$ cat src/hdl/tmtf_pkg.sv
// shared types and constants of the trimmed mean temperature filter
// no dependencies; imported by every module of the block
`default_nettype none

package tmtf_pkg;

    localparam int unsigned SAMPLE_W = 10;
    localparam int unsigned ADDR_W   = 3;
    localparam int unsigned DATA_W   = 32;

    typedef logic [SAMPLE_W-1:0] sample_t;

    // one word moving down the sorter chain
    typedef struct packed {
        logic    valid;
        sample_t data;
    } tmtf_link_t;

    typedef enum logic [1:0] {
        KIND_SEED   = 2'd0,
        KIND_SAMPLE = 2'd1,
        KIND_QUERY  = 2'd2,
        KIND_SPARE  = 2'd3
    } kind_t;

    localparam logic [ADDR_W-1:0] ADDR_KELVIN_ADJUST = 3'd0;

    localparam logic signed [7:0]  KELVIN_ADJUST_RESET = -8'sd13;
    localparam logic signed [11:0] CELSIUS_OFFSET      = 12'sd273;
    localparam logic signed [11:0] FAHRENHEIT_OFFSET   = 12'sd32;

    // x / 5 == (x * 52429) >> 18 for x below 52428
    localparam logic [15:0] RECIP5       = 16'd52429;
    localparam int unsigned RECIP5_SHIFT = 18;

endpackage

`default_nettype wire

$ cat src/hdl/tmtf_sort_cell.sv
// one cell of the sorter chain: holds one value, passes the other on
// depends on tmtf_pkg
`default_nettype none

module tmtf_sort_cell
    import tmtf_pkg::*;
#(
    parameter bit KEEP_LOW = 1'b1
) (
    input  wire logic       aclk,
    input  wire logic       aresetn,
    input  wire logic       clear,
    input  wire tmtf_link_t link_in,
    output tmtf_link_t      link_out
);

    logic       held_v_reg;
    sample_t    held_reg;
    logic       out_v_reg;
    sample_t    out_data_reg;
    logic       in_lower;

    assign in_lower       = (link_in.data < held_reg);
    assign link_out.valid = out_v_reg;
    assign link_out.data  = out_data_reg;

    always_ff @(posedge aclk) begin
        if (!aresetn || clear) begin
            held_v_reg <= 1'b0;
            out_v_reg  <= 1'b0;
        end else if (link_in.valid) begin
            if (!held_v_reg) begin
                held_v_reg <= 1'b1;
                out_v_reg  <= 1'b0;
            end else begin
                out_v_reg <= 1'b1;
            end
        end else begin
            out_v_reg <= 1'b0;
        end
    end

    // keep the lower (or higher) of held and incoming, pass the other
    always_ff @(posedge aclk) begin
        if (link_in.valid) begin
            if (!held_v_reg) begin
                held_reg <= link_in.data;
            end else if (in_lower == KEEP_LOW) begin
                held_reg     <= link_in.data;
                out_data_reg <= held_reg;
            end else begin
                out_data_reg <= link_in.data;
            end
        end
    end

endmodule

`default_nettype wire

$ cat src/hdl/tmtf_div.sv
// divider by a constant through reciprocal multiplication; the dividend and then the quotient are registered
// depends on tmtf_pkg
`default_nettype none

module tmtf_div
    import tmtf_pkg::*;
#(
    parameter int unsigned DIVISOR    = 18,
    parameter int unsigned DIVIDEND_W = 15,
    parameter int unsigned QUOT_W     = 10
) (
    input  wire logic                  aclk,
    input  wire logic                  aresetn,
    input  wire logic                  start,
    input  wire logic [DIVIDEND_W-1:0] dividend,
    output logic      [QUOT_W-1:0]     quotient,
    output logic                       done
);

    // (x * RECIP) >> SHIFT equals x / DIVISOR for every x below 2**DIVIDEND_W
    localparam int unsigned     SHIFT   = DIVIDEND_W + $clog2(DIVISOR);
    localparam int unsigned     RECIP_W = DIVIDEND_W + 1;
    localparam int unsigned     PROD_W  = DIVIDEND_W + RECIP_W;
    localparam longint unsigned RECIP   =
        ((64'd1 << SHIFT) + 64'(DIVISOR) - 64'd1) / 64'(DIVISOR);

    logic [DIVIDEND_W-1:0] dvd_reg;
    logic                  busy_reg;
    logic                  done_reg;
    logic [QUOT_W-1:0]     quot_reg;
    logic [PROD_W-1:0]     prod;

    assign prod     = PROD_W'(dvd_reg) * PROD_W'(RECIP);
    assign quotient = quot_reg;
    assign done     = done_reg;

    always_ff @(posedge aclk) begin
        if (!aresetn) begin
            busy_reg <= 1'b0;
            done_reg <= 1'b0;
        end else begin
            busy_reg <= start;
            done_reg <= busy_reg;
        end
    end

    // dividend is registered first so the multiply starts from a flop
    always_ff @(posedge aclk) begin
        if (start) begin
            dvd_reg <= dividend;
        end
        if (busy_reg) begin
            quot_reg <= prod[SHIFT +: QUOT_W];
        end
    end

endmodule

`default_nettype wire

$ cat src/hdl/trimmed_mean_temperature_filter_core.sv
// top level of the trimmed mean temperature filter: sample ring, sorter chain,
// divider, unit conversion and apb register; depends on tmtf_pkg,
// tmtf_sort_cell and tmtf_div
//
// usage:
//   s_ channel takes one word per item: s_kind (seed, sample, query) and
//   s_sample. seed fills all DEPTH ring slots, a nonzero sample replaces the
//   oldest one, query and the spare kind store nothing. every item returns one
//   m_ word: kelvin, celsius and fahrenheit of the mean of the ring with the
//   TR lowest and TR highest values dropped.
//   from acceptance to m_valid the ring is rotated through a chain of 2*TR
//   sorter cells one value per cycle (TR being TRIM cut to (DEPTH-1)/2 when
//   2*TRIM >= DEPTH), then the sum of the middle values goes through a
//   reciprocal multiplication with registered dividend and quotient, and the
//   temp, mag and mul states convert the units. one item is in work at a time;
//   s_ready is high while the block waits for an item, also while a result
//   waits at m_, so the next item can be accepted in the cycle m_valid rises.
//   if the receiver stalls, the result is held in the output register and the
//   next item stops before its result until that word is taken.
//   reset clears the ring to zero and sets kelvin_adjust (apb offset 0) to -13.
`default_nettype none

module trimmed_mean_temperature_filter_core
    import tmtf_pkg::*;
#(
    parameter int unsigned DEPTH = 30,
    parameter int unsigned TRIM  = 6
) (
    input  wire logic               aclk,
    input  wire logic               aresetn,
    input  wire logic               psel,
    input  wire logic               penable,
    input  wire logic               pwrite,
    input  wire logic [ADDR_W-1:0]  paddr,
    input  wire logic [DATA_W-1:0]  pwdata,
    output logic      [DATA_W-1:0]  prdata,
    output logic                    pready,
    input  wire logic               s_valid,
    output logic                    s_ready,
    input  wire logic [1:0]         s_kind,
    input  wire logic [9:0]         s_sample,
    output logic                    m_valid,
    input  wire logic               m_ready,
    output logic signed [11:0]      m_kelvin,
    output logic signed [10:0]      m_celsius,
    output logic signed [11:0]      m_fahrenheit
);

    localparam int unsigned TR    = (2 * TRIM >= DEPTH) ? (DEPTH - 1) / 2 : TRIM;
    localparam int unsigned NKEEP = DEPTH - 2 * TR;
    localparam int unsigned NCELL = 2 * TR;
    localparam int unsigned SUM_W = $clog2(DEPTH * 1023 + 1);
    localparam int unsigned FC_W  = $clog2(DEPTH + 1);
    localparam int unsigned MC_W  = $clog2(NKEEP + 1);

    typedef enum logic [6:0] {
        S_IDLE = 7'b0000001,
        S_FEED = 7'b0000010,
        S_DIV  = 7'b0000100,
        S_TEMP = 7'b0001000,
        S_MAG  = 7'b0010000,
        S_MUL  = 7'b0100000,
        S_OUT  = 7'b1000000
    } state_t;

    state_t state_reg, state_next;

    logic signed [7:0] adj_reg;
    sample_t           ring_reg [DEPTH];
    logic [FC_W-1:0]   feed_cnt_reg;
    logic [MC_W-1:0]   mid_cnt_reg;
    logic [SUM_W-1:0]  acc_reg;
    logic [SUM_W-1:0]  sum_final;
    logic              in_accept;
    logic              cfg_write;
    logic              feeding;
    logic              last_mid;
    tmtf_link_t        link [NCELL+1];
    tmtf_link_t        mid;
    logic              div_done;
    logic [9:0]        div_q;

    logic signed [11:0] kelvin_calc;
    logic signed [11:0] celsius_calc;
    logic signed [11:0] kel_reg;
    logic signed [10:0] cel_reg;
    logic signed [14:0] cel_ext;
    logic signed [14:0] cel_x9;
    logic [14:0]        cel_x9_mag;
    logic [12:0]        mag_reg;
    logic               neg_reg;
    logic [28:0]        prod;
    logic [10:0]        q_reg;
    logic signed [11:0] fq;
    logic signed [11:0] fahr_calc;

    logic               m_valid_reg;
    logic signed [11:0] m_kelvin_reg;
    logic signed [10:0] m_celsius_reg;
    logic signed [11:0] m_fahrenheit_reg;

    // ---------------- apb register ----------------
    assign pready    = 1'b1;
    assign cfg_write = psel && penable && pwrite && pready;

    always_ff @(posedge aclk) begin
        if (!aresetn) begin
            adj_reg <= KELVIN_ADJUST_RESET;
        end else if (cfg_write && paddr[ADDR_W-1:2] == ADDR_KELVIN_ADJUST[ADDR_W-1:2]) begin
            adj_reg <= signed'(pwdata[7:0]);
        end
    end

    always_comb begin
        if (paddr[ADDR_W-1:2] == ADDR_KELVIN_ADJUST[ADDR_W-1:2]) begin
            prdata = {{(DATA_W-8){adj_reg[7]}}, adj_reg};
        end else begin
            prdata = '0;
        end
    end

    // ---------------- control ----------------
    assign s_ready   = (state_reg == S_IDLE);
    assign in_accept = s_valid && s_ready;
    assign feeding   = (state_reg == S_FEED) && (feed_cnt_reg != FC_W'(DEPTH));
    assign last_mid  = (state_reg == S_FEED) && mid.valid
                       && (mid_cnt_reg == MC_W'(NKEEP - 1));
    assign sum_final = acc_reg + SUM_W'(mid.data);

    always_comb begin
        state_next = state_reg;
        unique case (state_reg)
            S_IDLE: if (in_accept) state_next = S_FEED;
            S_FEED: if (last_mid) state_next = S_DIV;
            S_DIV:  if (div_done) state_next = S_TEMP;
            S_TEMP: state_next = S_MAG;
            S_MAG:  state_next = S_MUL;
            S_MUL:  state_next = S_OUT;
            S_OUT:  if (!m_valid_reg || m_ready) state_next = S_IDLE;
            default: state_next = S_IDLE;
        endcase
    end

    always_ff @(posedge aclk) begin
        if (!aresetn) begin
            state_reg    <= S_IDLE;
            feed_cnt_reg <= '0;
            mid_cnt_reg  <= '0;
        end else begin
            state_reg <= state_next;
            if (in_accept) begin
                feed_cnt_reg <= '0;
                mid_cnt_reg  <= '0;
            end else begin
                if (feeding) begin
                    feed_cnt_reg <= feed_cnt_reg + 1'b1;
                end
                if (state_reg == S_FEED && mid.valid) begin
                    mid_cnt_reg <= mid_cnt_reg + 1'b1;
                end
            end
        end
    end

    always_ff @(posedge aclk) begin
        if (in_accept) begin
            acc_reg <= '0;
        end else if (state_reg == S_FEED && mid.valid) begin
            acc_reg <= sum_final;
        end
    end

    // ---------------- sample ring ----------------
    // the ring shifts: slot 0 is the newest, the last slot the oldest;
    // a full rotation during the feed brings it back to the same order
    always_ff @(posedge aclk) begin
        if (!aresetn) begin
            for (int i = 0; i < DEPTH; i++) begin
                ring_reg[i] <= '0;
            end
        end else if (in_accept) begin
            case (kind_t'(s_kind))
                KIND_SEED: begin
                    for (int i = 0; i < DEPTH; i++) begin
                        ring_reg[i] <= s_sample;
                    end
                end
                KIND_SAMPLE: begin
                    if (s_sample != '0) begin
                        ring_reg[0] <= s_sample;
                        for (int i = 1; i < DEPTH; i++) begin
                            ring_reg[i] <= ring_reg[i-1];
                        end
                    end
                end
                default: begin
                end
            endcase
        end else if (feeding) begin
            ring_reg[0] <= ring_reg[DEPTH-1];
            for (int i = 1; i < DEPTH; i++) begin
                ring_reg[i] <= ring_reg[i-1];
            end
        end
    end

    // ---------------- sorter chain ----------------
    // first TR cells keep the lowest values, the next TR the highest;
    // what leaves the chain is the middle of the ring
    assign link[0].valid = feeding;
    assign link[0].data  = ring_reg[DEPTH-1];

    for (genvar k = 0; k < NCELL; k++) begin : g_cell
        tmtf_sort_cell #(
            .KEEP_LOW (k < TR)
        ) u_cell (
            .aclk     (aclk),
            .aresetn  (aresetn),
            .clear    (state_reg == S_IDLE),
            .link_in  (link[k]),
            .link_out (link[k+1])
        );
    end

    assign mid = link[NCELL];

    // ---------------- mean ----------------
    tmtf_div #(
        .DIVISOR    (NKEEP),
        .DIVIDEND_W (SUM_W),
        .QUOT_W     (10)
    ) u_div (
        .aclk     (aclk),
        .aresetn  (aresetn),
        .start    (last_mid),
        .dividend (sum_final),
        .quotient (div_q),
        .done     (div_done)
    );

    // ---------------- unit conversion ----------------
    assign kelvin_calc  = signed'({2'b00, div_q}) + 12'(adj_reg);
    assign celsius_calc = kelvin_calc - CELSIUS_OFFSET;
    assign cel_ext      = 15'(cel_reg);
    assign cel_x9       = (cel_ext <<< 3) + cel_ext;
    assign cel_x9_mag   = cel_x9[14] ? 15'(-cel_x9) : 15'(cel_x9);
    assign prod         = 29'(mag_reg) * 29'(RECIP5);
    assign fq           = signed'({1'b0, q_reg});
    // truncation toward zero: divide the magnitude, then restore the sign
    assign fahr_calc    = (neg_reg ? -fq : fq) + FAHRENHEIT_OFFSET;

    always_ff @(posedge aclk) begin
        if (state_reg == S_TEMP) begin
            kel_reg <= kelvin_calc;
            cel_reg <= celsius_calc[10:0];
        end
        if (state_reg == S_MAG) begin
            mag_reg <= cel_x9_mag[12:0];
            neg_reg <= cel_x9[14];
        end
        if (state_reg == S_MUL) begin
            q_reg <= prod[RECIP5_SHIFT +: 11];
        end
    end

    // ---------------- output register ----------------
    always_ff @(posedge aclk) begin
        if (!aresetn) begin
            m_valid_reg <= 1'b0;
        end else if (state_reg == S_OUT && (!m_valid_reg || m_ready)) begin
            m_valid_reg <= 1'b1;
        end else if (m_ready) begin
            m_valid_reg <= 1'b0;
        end
    end

    always_ff @(posedge aclk) begin
        if (state_reg == S_OUT && (!m_valid_reg || m_ready)) begin
            m_kelvin_reg     <= kel_reg;
            m_celsius_reg    <= cel_reg;
            m_fahrenheit_reg <= fahr_calc;
        end
    end

    assign m_valid      = m_valid_reg;
    assign m_kelvin     = m_kelvin_reg;
    assign m_celsius    = m_celsius_reg;
    assign m_fahrenheit = m_fahrenheit_reg;

    // ---------------- assertions ----------------
    a_done_in_div: assert property (@(posedge aclk) disable iff (!aresetn)
        div_done |-> state_reg == S_DIV)
        else $error("divider finished outside the divide state");

    a_mid_count: assert property (@(posedge aclk) disable iff (!aresetn)
        state_reg == S_FEED |-> mid_cnt_reg < MC_W'(NKEEP))
        else $error("more middle values than expected");

    a_full_rotation: assert property (@(posedge aclk) disable iff (!aresetn)
        last_mid |-> feed_cnt_reg == FC_W'(DEPTH - ((NCELL == 0) ? 1 : 0)))
        else $error("sum finished before the ring was fully rotated");

    a_accept_starts: assert property (@(posedge aclk) disable iff (!aresetn)
        in_accept |=> state_reg == S_FEED && feed_cnt_reg == '0)
        else $error("accepted word did not start a feed");

    a_out_wait: assert property (@(posedge aclk) disable iff (!aresetn)
        (state_reg == S_OUT && m_valid_reg && !m_ready) |=> state_reg == S_OUT)
        else $error("result dropped over a waiting word");

endmodule

`default_nettype wire
$ cat config.mk
export PLATFORM = sky130hd
export DESIGN_NAME = trimmed_mean_temperature_filter_core
export DESIGN_NICKNAME = d
export VERILOG_FILES = /design/src/hdl/tmtf_pkg.sv /design/src/hdl/tmtf_sort_cell.sv /design/src/hdl/tmtf_div.sv /design/src/hdl/trimmed_mean_temperature_filter_core.sv
export SDC_FILE = /design/constraint.sdc
export NUM_CORES = 1
export LEC_CHECK = 0
export ABC_AREA = 1
export BUFFER_PORTS_ARGS = -buffer_cell sky130_fd_sc_hd__buf_2
export CAP_MARGIN = 20
export CORE_MARGIN = 2
export CORE_UTILIZATION = 49
export CTS_BUF_LIST = sky130_fd_sc_hd__clkbuf_8
export DETAILED_ROUTE_END_ITERATION = 8
export PLACE_DENSITY = 0.66
export REMOVE_ABC_BUFFERS = 1
export SYNTH_ARGS = -nofsm -noshare
export SYNTH_HDL_FRONTEND = slang
export SYNTH_SLANG_ARGS = --single-unit
$ cat constraint.sdc
create_clock -name aclk -period 12.37 [get_ports aclk]
set_clock_uncertainty 0.15 [all_clocks]
set_input_delay 2.474 -clock aclk [delete_from_list [all_inputs] [get_ports aclk]]
set_output_delay 2.474 -clock aclk [all_outputs]
set_load 0.01 [all_outputs]
# Word level (Yosys, flattened, before mapping)
# Memories as Yosys holds them, arrays and structs flattened.
# Cells that the tools add are included.
[totals]
regBits = 415
mem_bits_rw = 300
out_inout_bits = 70
mem_count = 1
[mem_list]
columns = ["name", "depth", "word_bits", "read_ports", "rd_ports_with_merged_regs", "write_ports", "line_no", "text"]
rows = [
  ["ring_reg", 30, 10, 30, 0, 30, "trimmed_mean_temperature_filter_core.sv:69", "sample_t ring_reg [DEPTH];"],
]
[op_classes]
add_sub_neg = 9
n_mul = 2
magnitude_cmp = 12
n_eq_ne = 26
n_mux = 162
n_bitwise = 104
reduce_logical = 53
[op_table]
columns = ["op", "count"]
rows = [
  ["$mux W10", 126],
  ["$lt A10 B10 Y1", 12],
  ["$or A1 B1 Y1", 90],
  ["$pmux W7 S7", 1],
  ["$reduce_and A2 Y1", 24],
  ["$mux W32", 1],
  ["$mul A15 B16 Y30 const B", 1],
  ["$mul A13 B16 Y29 const B", 1],
  ["$mux W1", 28],
  ["$mux W7", 4],
  ["$ne A2 B2 Y1 const B", 13],
  ["$reduce_or A2 Y1", 13],
  ["$add A14 B11 Y15", 1],
  ["$add A15 B10 Y15", 1],
  ["$not A1 Y1", 14],
  ["$mux W13", 1],
  ["$neg A13 Y13", 1],
  ["$add A11 B8 Y12", 1],
  ["$add A12 B7 Y12 const B", 1],
  ["$mux W12", 1],
  ["$neg A11 Y12", 1],
  ["$sub A11 B10 Y11 const B", 1],
  ["$add A5 B1 Y5 const B", 2],
  ["$reduce_bool A10 Y1", 1],
  ["17 further kinds", 28],
]

# Logic depth before layout (Yosys ltp)
# Gate-level depths: netlist of run 1.
[depth]
word_depth = 8
mapped_depth = 23
mapped_depth_nobuf = 23

# Cells and area by module
# From an unflattened synthesis of run 1, not the netlist that was laid out.
[hier_totals]
cells_unflattened = 4206
area_unflattened_um2 = 41081.9
[by_module_without_submodules]
columns = ["module", "n_inst", "cells_per_inst", "area_each_um2", "seq_area_each_um2"]
rows = [
  ["trimmed_mean_temperature_filter_core", 1, 2265, 22218.8, 12321.8],
  ["tmtf_sort_cell (g_cell[0].u_cell ...)", 6, 109, 1149.9, 640.6],
  ["tmtf_sort_cell (g_cell[10].u_cell ...)", 6, 110, 1116.1, 640.6],
  ["tmtf_div", 1, 627, 5267.6, 790.8],
]

# Worst setup path after synthesis of run 1
# OpenSTA, ideal clock, no wires.
[synth_timing]
path_kind = "input to register"
startpoint = "input port s_sample[2]"
endpoint = "memory ring_reg[0][100] (netlist bit), enable pin"
setup_ns = 1.269
t_arrival_ns = 5.646
setup_slack_ns = 5.305
stages = 8
n_path_buf = 0
path_cell_list = "nor2_1 -> nand4_1 -> nor2_1 -> nor3_2 -> nand2_1 -> nand2_1 -> nor2_2 -> nand2_1"
[synth_lines]
columns = ["element", "line_no", "text"]
rows = [
  ["from (decl)", "trimmed_mean_temperature_filter_core.sv:41", "input wire logic [9:0] s_sample,"],
  ["to (decl)", "trimmed_mean_temperature_filter_core.sv:69", ""],
]

# Worst setup path in the final report of run 1
[layout_timing]
startpoint = "input port paddr[2]"
endpoint = "output port prdata[24]"
[layout_via]
elab_chain_cells = 1
[layout_lines]
columns = ["element", "line_no", "text"]
rows = [
  ["from (decl)", "trimmed_mean_temperature_filter_core.sv:34", "input wire logic [ADDR_W-1:0] paddr,"],
  ["$mux W32", "trimmed_mean_temperature_filter_core.sv:115", "if (paddr[ADDR_W-1:2] == ADDR_KELVIN_ADJUST[ADDR_W-1:2]) begin"],
  ["to (decl)", "trimmed_mean_temperature_filter_core.sv:36", "output logic [DATA_W-1:0] prdata,"],
]
# No other way between the ends.

==> results by group, run 1 <==
Run status
  – Status: completed

Place
  – Pre-CTS setup slack: 6.03 ns
  – IO buf count: 96
  – Post-DP HPWL: 51.7 mm
  – Final Wtd Congestion: 0.888

Synth
  – Post-synth top cells: 1,105 x nand2_1, 648 x edfxtp_1, 564 x inv_1, 340 x ha_1, 241 x nor2_1
  – Main area contributors after synthesis: edfxtp_1 50%, ha_1 11%, nand2_1 11%, fa_1 6.0%, inv_1 5.4%
  – Ys async rst share: 0%
  – Synth unique cells: 49
  – Netlist Area Pre-Place: 39,300 um2
  – Yosys top cell by area: edfxtp_1
  – Post-Syn Area per Cell: 10.1 um2
  – Top_reg_cell synth: edfxtp_1
  – Number of synthesis warnings: 0
  – Post-synth EDFFs: 648
  – Post-synthesis sequential area ratio: 52.9%
  – Seq cells post-synth: 715
  – Count leader, synth: nand2_1
  – Post-Syn Instances: 3,879
  – Area share of the largest cell type after synthesis: 49.5%

Route
  – Antenna viol nets, final: 0
  – DRT Pass-1 Iters: 6
  – 1st-iter DRT viols: 1,611
  – Vias after detailed routing: 25,250
  – Residual DRC: 0
  – DR WL/cell: 13.9 um
  – Vias per inst: 4.91
  – Total routed wirelength: 71.2 mm

Clock tree
  – CTS tree: done
  – Htree depth: 3
  – CTS clk-pin slew, worst paths: 0.06 ns
  – CTS Buf Count: 114
  – Worst skew pair latency: 0.75 ns
  – Cts-stage hold buffer count: 0
  – Clock tree buffer depth: 3
  – Post-cts sizing count: 0
  – # Post-CTS Setup Buffers: 0
  – Root Buffer: clkbuf_8
  – Clock sink count: 715

STA
  – Sum of negative setup slack: 0 ns
  – Setup Viol. Count Final: 0
  – Final worst-path cycle share: 50.7%
  – Final hold viol count: 0
  – Worst rel slew slack: 33.3%
  – Tightest Pin Transition: 1.00 ns
  – Final WS setup: 6.10 ns
  – Post-route minimum period: 6.27 ns
  – Max-slew violation count: 0
  – Fmax: 159 MHz
  – RSZ-0062 raised after global routing: no

Power and ir drop
  – Total Power: 4960 uW
  – Peak VDD IR: 0.0986 mV
  – P_leak: 0.0202 uW
  – Pwr per Cell Area: 115 nW/um2

Finish
  – Syn-to-layout area delta: 9.25%
  – Nets@finish: 4,508
  – Share of layout cells above drive strength 1: 7.24%
  – Number of flip-flops in the largest register: 300

Die
  – Die area: 82,500 um2
  – Core Area: 79,100 um2
  – Die Width: 287 um
  – DIE HEIGHT: 287 um
  – Std-Cell Rows: 103
  – Starting Density: 49.7%
  – IO Count: 124

Global routing
  – Initial antenna violation count: 6
  – Vias in the first global route: 24,738
  – Largest net degree at the start of global routing: 99
  – First-pass GRT wire length: 120 mm
  – GR Util All Layers: 17.5%
  – Total congestion overflow: 0

Hold path
  – Hold_sp: kel_reg[7]
  – Hold depth: 0
  – HP Class: register to register
  – Hold Path End: m_kelvin[7]

Critical path
  – WS Path Type: input pin to output pin
  – Setup crit end kind: output pin
  – Worst r2r src: u_div.dvd_reg[12]
  – Reg-to-reg setup timing slack: 6.51 ns
  – Worst-path maximum fanout: 25
  – Critical R2R Capture: u_div.quotient[8]
  – Critical path launch point type: input pin
  – WP data required: 9.75 ns
  – Reg2Reg Depth: 20
  – Crit path DAT: 3.65 ns

Job
  – Max_cap viols: 0
critical path, stage by stage:
cell	delay (ns)
buf_2	0.15
nor2_1	0.74
buf_2	0.28
logic make-up (layout without fill, tap and decap cells):
logic type	count (synthesis)	after routing	share of synthesized area, %
simple gates	1544	1544	15.9
flops	715	715	52.9
buf+inv	686	893	7.10
fa+ha+maj	458	458	16.8
compound gates	424	424	6.09
xor+xnor	51	51	1.14
other cells	1	5	0.00954
worst max-delay path by stage:
stage | depth (start not counted) | slack [ns] | from | endpoint
after floorplan | 1 | 4.22 | paddr[2] | prdata[10]
after global placement | 3 | 6.07 | paddr[2] | prdata[24]
after detailed placement | 3 | 6.03 | paddr[2] | prdata[24]
after CTS | 3 | 6.03 | paddr[2] | prdata[24]
after global routing | 3 | 5.80 | paddr[2] | prdata[24]
final | 3 | 6.10 | paddr[2] | prdata[24]
layout by cell type, fill, tap and decap left out, types with 8 or more instances in the layout:
master,n
o21bai_1,17
xor2_1,40
clkinv_1,19
nor3_1,25
inv_1,605
nand4_1,29
a21oi_1,178
a21boi_0,11
o21a_1,14
o21ai_0,139
o2111ai_1,8
a21o_1,13
edfxtp_1,648
nor2_1,241
clkinv_2,13
nand3_1,103
xnor2_1,11
ha_1,340
fa_1,118
o211ai_1,27
buf_2,96
clkbuf_8,120
nand2_1,1102
dfxtp_1,67
buf_4,20
metrics by stage:
stage	hold WS, ns	instance area [um2]	util, %	cells
4_1_cts	0.248	42900	54.2	5134
3_5_place_dp	0.255	40600	51.3	4928
3_3_place_gp	0.251	40600	51.3	4928
2_1_floorplan	0.250	38600	-	3763
5_1_grt	0.266	42900	54.2	5138
6_report	0.258	42900	54.3	5140
power breakdown:
part / switching, uW / internal (uW)
registers: 33.3 / 2740
logic: 133 / 44.7
clock network: 962 / 1040
per-layer routing:
layer / track usage (%) / part of all wire [%] / wire length (um) / up-vias
met5: 0 / 0.049 / 35 / -
met4: 4.60 / 1.8 / 1270 / 6
met3: 3.40 / 4.9 / 3490 / 105
met2: 28.1 / 46 / 32400 / 402
met1: 24.6 / 48 / 34000 / 11711
li1: - / - / - / 13026
final cells by class:
class                   count  area (um2)
inverters                 570        2140
repair buffers            117         658
well taps                1050        1310
clock buffers             120        1650
clock inverters            86         617
flip-flops and latches    715       20800
diodes                      4        10.0
fillers                  7044       36200
multi-input cells        2478       15700
No activity file was read; power rests on OpenSTA's default activity.
==> run 2: changes to the inputs <==
==> constraint.sdc (replaced) <==
create_clock -name aclk -period 6.2 [get_ports aclk]
set_clock_uncertainty 0.15 [all_clocks]
set_input_delay 1.24 -clock aclk [delete_from_list [all_inputs] [get_ports aclk]]
set_output_delay 1.24 -clock aclk [all_outputs]
set_load 0.01 [all_outputs]
==> run 2 against run 1 <==
Against the previous run:
- hold slack improved by 0.012 ns
- first-iteration DRC count decreased by 9.2%
- non-clock buffer count increased by 1
- core utilization about the same
- power increased by 98%
- clock-buffer cell count increased by 6
- global-route usage about the same
- critical path depth increased by 17
- final cell count increased by 0.21%
- clock power increased by 97%
- largest cell class unchanged
==> results by group, run 2 (synthesized netlist as in run 1, its figures left out) <==
Run status
  – Status: completed

STA
  – Post-route minimum period: 5.62 ns
  – Final hold viol count: 0 (unchanged)
  – RSZ-0062 raised after global routing: no
  – Worst hold margin: 0.270 ns (+0.0122 ns)
  – Max-slew violation count: 0 (unchanged)
  – Sum of negative setup slack: 0 ns (unchanged)
  – Setup Viol. Count Final: 0 (unchanged)
  – Fmax: 178 MHz
  – Worst rel slew slack: 30.6% (-2.8 points)
  – Final worst-path cycle share: 90.6%
  – Tightest Pin Transition: 1.04 ns (+0.0415 ns)

Power and ir drop
  – Comb pwr share: 3.6% (about the same)
  – Peak VDD IR: 0.229 mV (+130%)
  – Psw: 2270 uW (+100%)
  – Clock share of power: 40.0% (-0.4 points)
  – Sequential Power Share: 56.4% (+0.4 points)
  – Pwr per Cell Area: 229 nW/um2 (+98%)
  – Switching share of power: 23.1% (+0.33 points)
  – Pint: 7550 uW (+97%)
  – P_leak: 0.0201 uW (about the same)

Critical path
  – Crit path DAT: 5.96 ns (+2.31 ns)
  – CP Depth: 20 (+17)
  – CP Cell Sequence: fa_1 -> fa_1 -> inv_1 -> fa_1 -> fa_1 -> inv_1 -> fa_1 -> inv_1 -> fa_1 -> inv_1 -> ha_1 -> nand2_1 -> inv_1 -> nand2_1 -> nor3_1 -> nand4_1 -> nand3_1 -> nand2_1 -> nand3_1 -> nand2_1
  – Slowest cell on the critical path: fa_1
  – Setup crit end kind: register
  – WP buf/inv: 5 (+3)
  – CP dominant cell by count: fa_1
  – Critical path launch point type: register
  – Reg2Reg Depth: 20 (unchanged)
  – WP data required: 6.54 ns (-3.21 ns)
  – Worst-path maximum fanout: 5 (-80%)
  – Top delay family on crit path: adder cells
  – WS Path Type: register to register
  – Crit path largest cell delay: 0.58 ns (-0.16 ns)

Route
  – Total routed wirelength: 71.3 mm (+0.11%)
  – DRT Pass-1 Iters: 7 (+1)
  – Vias after detailed routing: 25,399 (+0.59%)
  – Residual DRC: 0 (unchanged)
  – Antenna viol nets, final: 0 (unchanged)
  – Vias per inst: 4.93 (+0.38%)
  – 1st-iter DRT viols: 1,463 (-9.2%)
  – DR WL/cell: 13.8 um (-0.10%)

Clock tree
  – Cts-stage hold buffer count: 0 (unchanged)
  – Clock sink count: 715 (unchanged)
  – Clock tree buffer depth: 3 (unchanged)
  – Root Buffer: clkbuf_8
  – Worst skew pair latency: 0.77 ns (+0.02 ns)
  – # Post-CTS Setup Buffers: 0 (unchanged)
  – Post-cts sizing count: 0 (unchanged)
  – CTS clk-pin slew, worst paths: 0.06 ns (about the same)
  – CTS tree: done
  – Htree depth: 3 (unchanged)
  – CTS Buf Count: 116 (+1.8%)

Global routing
  – Grt met2 use: 28.8% (+0.72 points)
  – GRT busiest layer: met2
  – Total congestion overflow: 0 (unchanged)
  – First-pass GRT wire length: 120 mm (about the same)
  – Grt met1 use: 24.1% (-0.53 points)
  – Grt met3 use: 3.00% (-0.40 points)
  – Initial antenna violation count: 4 (-2)
  – GR Util All Layers: 17.6% (+0.024 points)
  – Vias in the first global route: 24,774 (+0.15%)
  – Largest net degree at the start of global routing: 96 (-3.0%)

Hold path
  – Hold depth: 0 (unchanged)
  – HP Class: register to register

Job
  – Max_cap viols: 0 (unchanged)

Finish
  – Number of flip-flops in the largest register: 300 (unchanged)
  – Share of layout cells above drive strength 1: 7.27% (+0.024 points)
  – Nets@finish: 4,511 (+0.067%)
  – Syn-to-layout area delta: 9.28% (about the same)
  – Most frequent cells in the layout: 1,102 x nand2_1, 648 x edfxtp_1, 600 x inv_1
  – Commonest non-fill, non-tap cell in the layout: nand2_1

Die
  – Std-Cell Rows: 103 (unchanged)
  – IO Count: 124 (unchanged)
  – Starting Density: 49.7% (unchanged)
  – DIE HEIGHT: 287 um (unchanged)
  – Die Width: 287 um (unchanged)
  – Die area: 82,500 um2 (unchanged)
  – Core Area: 79,100 um2 (unchanged)

Place
  – IO buf count: 96 (unchanged)
  – Final Wtd Congestion: 0.861 (-3.0%)
  – Post-DP HPWL: 52.1 mm (+0.67%)
[run 2: cell count changes in the layout (fill, tap and decap cells not counted), sizes merged]
cell,previous run,this run
buf,117,118
diode,4,1
clkbuf,120,126
bufinv,6,2
clkinv,34,51
inv,614,608
[run 2: power groups by stage]
| stage | clock, uW | combinational [uW] | sequential, uW |
|---|---|---|---|
| floorplan | 0 | 255 | 5630 |
| global placement | 0 | 353 | 5630 |
| detailed placement | 0 | 360 | 5640 |
| CTS | 4050 | 362 | 5540 |
| global route | 4260 | 405 | 5560 |
| finish | 3930 | 355 | 5540 |
[run 2: worst reg2reg max path: cells and delay by family (launching register included)]
family / cells / cell delay, ns
fa+ha+maj: 7 / 3.54
simple gates: 8 / 0.90
flops: 1 / 0.51
buf+inv: 5 / 0.30
[run 2: path summary, 6_finish.rpt]
check | startpoint | endpoint | slack (ns)
hold reg to reg | kel_reg[8] | m_kelvin[8] | 0.27
setup reg to reg | u_div.dvd_reg[12] | u_div.quotient[4] | 0.58
hold / removal | kel_reg[8] | m_kelvin[8] | 0.27
setup / recovery | u_div.dvd_reg[12] | u_div.quotient[4] | 0.58
[run 2: layer usage]
layer  part of all wire (%)  up-vias  wire [um]
met3                    4.1      132       2900
met1                     47    11817      33800
met4                    2.3        6       1670
met5                  0.048        -         34
met2                     46      396      32900
li1                       -    13048          -
[run 2: stage by stage]
stage          instances  instance area [um2]  setup slack, ns  utilization (%)  total power, uW
6_report            5151                42900            0.582             54.3             9820
5_1_grt             5151                42900            0.252             54.3            10200
2_1_floorplan       3763                38600           -0.513                -             5890
3_3_place_gp        4930                40700            0.583             51.4             5980
4_1_cts             5149                42900            0.569             54.3             9950
3_5_place_dp        4930                40700            0.538             51.4             6000
[run 2: layout make-up]
type,instances,area [um2]
Clock inverter,93,543
Sequential cell,715,20800
Multi-Input combinational cell,2478,15700
Clock buffer,126,1730
Fill cell,7009,36200
Tap cell,1050,1310
Antenna cell,1,2.50
Timing Repair Buffer,118,671
Inverter,570,2140
==> run 3: changes to the inputs <==
--- a/config.mk
+++ b/config.mk
@@ -13,6 +13,7 @@
 export CTS_BUF_LIST = sky130_fd_sc_hd__clkbuf_8
 export DETAILED_ROUTE_END_ITERATION = 8
 export PLACE_DENSITY = 0.66
+export RECOVER_POWER = 25
 export REMOVE_ABC_BUFFERS = 1
 export SYNTH_ARGS = -nofsm -noshare
 export SYNTH_HDL_FRONTEND = slang
==> run 3 against run 2 <==
Against the previous run:
- the flow now finishes with violations (capacitance limit, slew limit)
- via count about the same
- sequential share of layout area about the same
- largest power group unchanged
- critical path type unchanged
- clock power about the same
- critical endpoint unchanged
==> results by group, run 3 (synthesized netlist as in run 1, its figures left out) <==
Clock tree
  – CTS clk-pin slew, worst paths: 0.06 ns (about the same)
  – CTS Buf Count: 116 (unchanged)
  – Clock sink count: 715 (unchanged)
  – Post-cts sizing count: 0 (unchanged)
  – Htree depth: 3 (unchanged)
  – CTS tree: done
  – Worst skew pair latency: 0.77 ns (about the same)
  – Root Buffer: clkbuf_8
  – Cts-stage hold buffer count: 0 (unchanged)
  – Clock tree buffer depth: 3 (unchanged)
  – # Post-CTS Setup Buffers: 0 (unchanged)

Die
  – Die Width: 287 um (unchanged)
  – Std-Cell Rows: 103 (unchanged)
  – Die area: 82,500 um2 (unchanged)
  – IO Count: 124 (unchanged)
  – Starting Density: 49.7% (unchanged)
  – DIE HEIGHT: 287 um (unchanged)
  – Core Area: 79,100 um2 (unchanged)

Route
  – Residual DRC: 0 (unchanged)
  – DR WL/cell: 13.9 um (about the same)
  – DRT Pass-1 Iters: 6 (-1)
  – Antenna viol nets, final: 0 (unchanged)
  – Vias after detailed routing: 25,383 (-0.063%)
  – Total routed wirelength: 71.4 mm (about the same)
  – 1st-iter DRT viols: 1,481 (+1.2%)
  – Vias per inst: 4.93 (about the same)

Critical path
  – WS Path Type: register to register
  – CP dominant cell by count: fa_1
  – Crit path largest cell delay: 0.58 ns (about the same)
  – Crit path DAT: 5.96 ns (about the same)
  – Slowest cell on the critical path: fa_1
  – WP data required: 6.54 ns (about the same)
  – Worst-path maximum fanout: 5 (unchanged)
  – Setup crit end kind: register
  – Critical path launch point type: register
  – CP Cell Sequence: fa_1 -> fa_1 -> inv_1 -> fa_1 -> fa_1 -> inv_1 -> fa_1 -> inv_1 -> fa_1 -> inv_1 -> ha_1 -> nand2_1 -> inv_1 -> nand2_1 -> nor3_1 -> nand4_1 -> nand3_1 -> nand2_1 -> nand3_1 -> nand2_1

Global routing
  – First-pass GRT wire length: 120 mm (unchanged)
  – GR Util All Layers: 17.6% (unchanged)
  – Largest net degree at the start of global routing: 96 (unchanged)
  – Vias in the first global route: 24,774 (unchanged)
  – Initial antenna violation count: 4 (unchanged)
  – Total congestion overflow: 0 (unchanged)

STA
  – Setup Viol. Count Final: 0 (unchanged)
  – Max-slew violation count: 36 (+36)
  – Post-route minimum period: 5.62 ns (+0.00307 ns)
  – RSZ-0062 raised after global routing: no
  – Final worst-path cycle share: 90.7% (about the same)
  – Worst rel slew slack: -36.3% (-67 points)
  – Final hold viol count: 0 (unchanged)
  – Tightest Pin Transition: 2.04 ns (+1.00 ns)
  – Fmax: 178 MHz (about the same)

Finish
  – Number of flip-flops in the largest register: 300 (unchanged)
  – Commonest non-fill, non-tap cell in the layout: nand2_1
  – Share of layout cells above drive strength 1: 7.15% (-0.12 points)
  – Design Area, Final: 42,900 um2 (about the same)
  – Syn-to-layout area delta: 9.23% (about the same)
  – Nets@finish: 4,511 (unchanged)
  – Most frequent cells in the layout: 1,102 x nand2_1, 648 x edfxtp_1, 600 x inv_1

Power and ir drop
  – Total Power: 9820 uW (about the same)
  – Peak VDD IR: 0.229 mV (about the same)
  – P_leak: 0.0201 uW (about the same)
  – Pwr per Cell Area: 229 nW/um2 (about the same)

Place
  – IO buf count: 96 (unchanged)
  – DP Area: 40,700 um2 (unchanged)
  – Final Wtd Congestion: 0.861 (unchanged)
  – Post-DP HPWL: 52.1 mm (unchanged)

Hold path
  – HP Class: register to register

Run status
  – Status: finished with violations
  – Failing checks: capacitance limit, slew limit

Job
  – Max_cap viols: 1 (+1)
==> run 3: path summary, 6_finish.rpt <==
kind	from	end	slack [ns]	depth (start not counted)
setup / recovery	u_div.dvd_reg[12]	u_div.quotient[4]	0.58	20
hold / removal	kel_reg[8]	m_kelvin[8]	0.27	0
setup reg to reg	u_div.dvd_reg[12]	u_div.quotient[4]	0.58	20
hold reg to reg	kel_reg[8]	m_kelvin[8]	0.27	0
==> run 3: power by group <==
part	leakage [uW]	switching, uW	total (uW)	internal, uW
sequential	0.00681	65.9	5540	5470
combinational	0.0120	267	355	87.5
clock	0.00129	1940	3930	1990
total	0.0201	2270	9820	7550
==> run 3: final cells by class <==
class	count	area, um2
Clock buffer	126	1730
Inverter	570	2140
Tap cell	1050	1310
Timing Repair Buffer	118	658
Clock inverter	93	543
Fill cell	7017	36200
Antenna cell	1	2.50
Sequential cell	715	20800
Multi-Input combinational cell	2478	15700
==> run 3: routing by layer <==
layer	wire length, um	part of all wire [%]	track usage, %
met3	2970	4.2	3.00
met2	32900	46	28.8
met5	34	0.048	0
met1	33800	47	24.1
met4	1670	2.3	5.16
==> run 3: worst max-delay path, delay by kind of cell, from the launching register on <==
family | cells | cell delay [ns]
adder cells (fa/ha/maj) | 7 | 3.53
AND/OR/NAND/NOR | 8 | 0.89
buffers and inverters | 5 | 0.30
flip-flops | 1 | 0.51
==> run 3: through the flow <==
step,worst slack [ns],hold slack (ns),setup TNS [ns],std cells,utilization [%]
floorplan,-0.513,0.250,-144.13,3763,-
global placement,0.583,0.251,0,4930,51.4
detailed placement,0.538,0.256,0,4930,51.4
CTS,0.569,0.269,0,5149,54.3
global route,0.252,0.277,0,5151,54.2
finish,0.579,0.270,0,5151,54.2
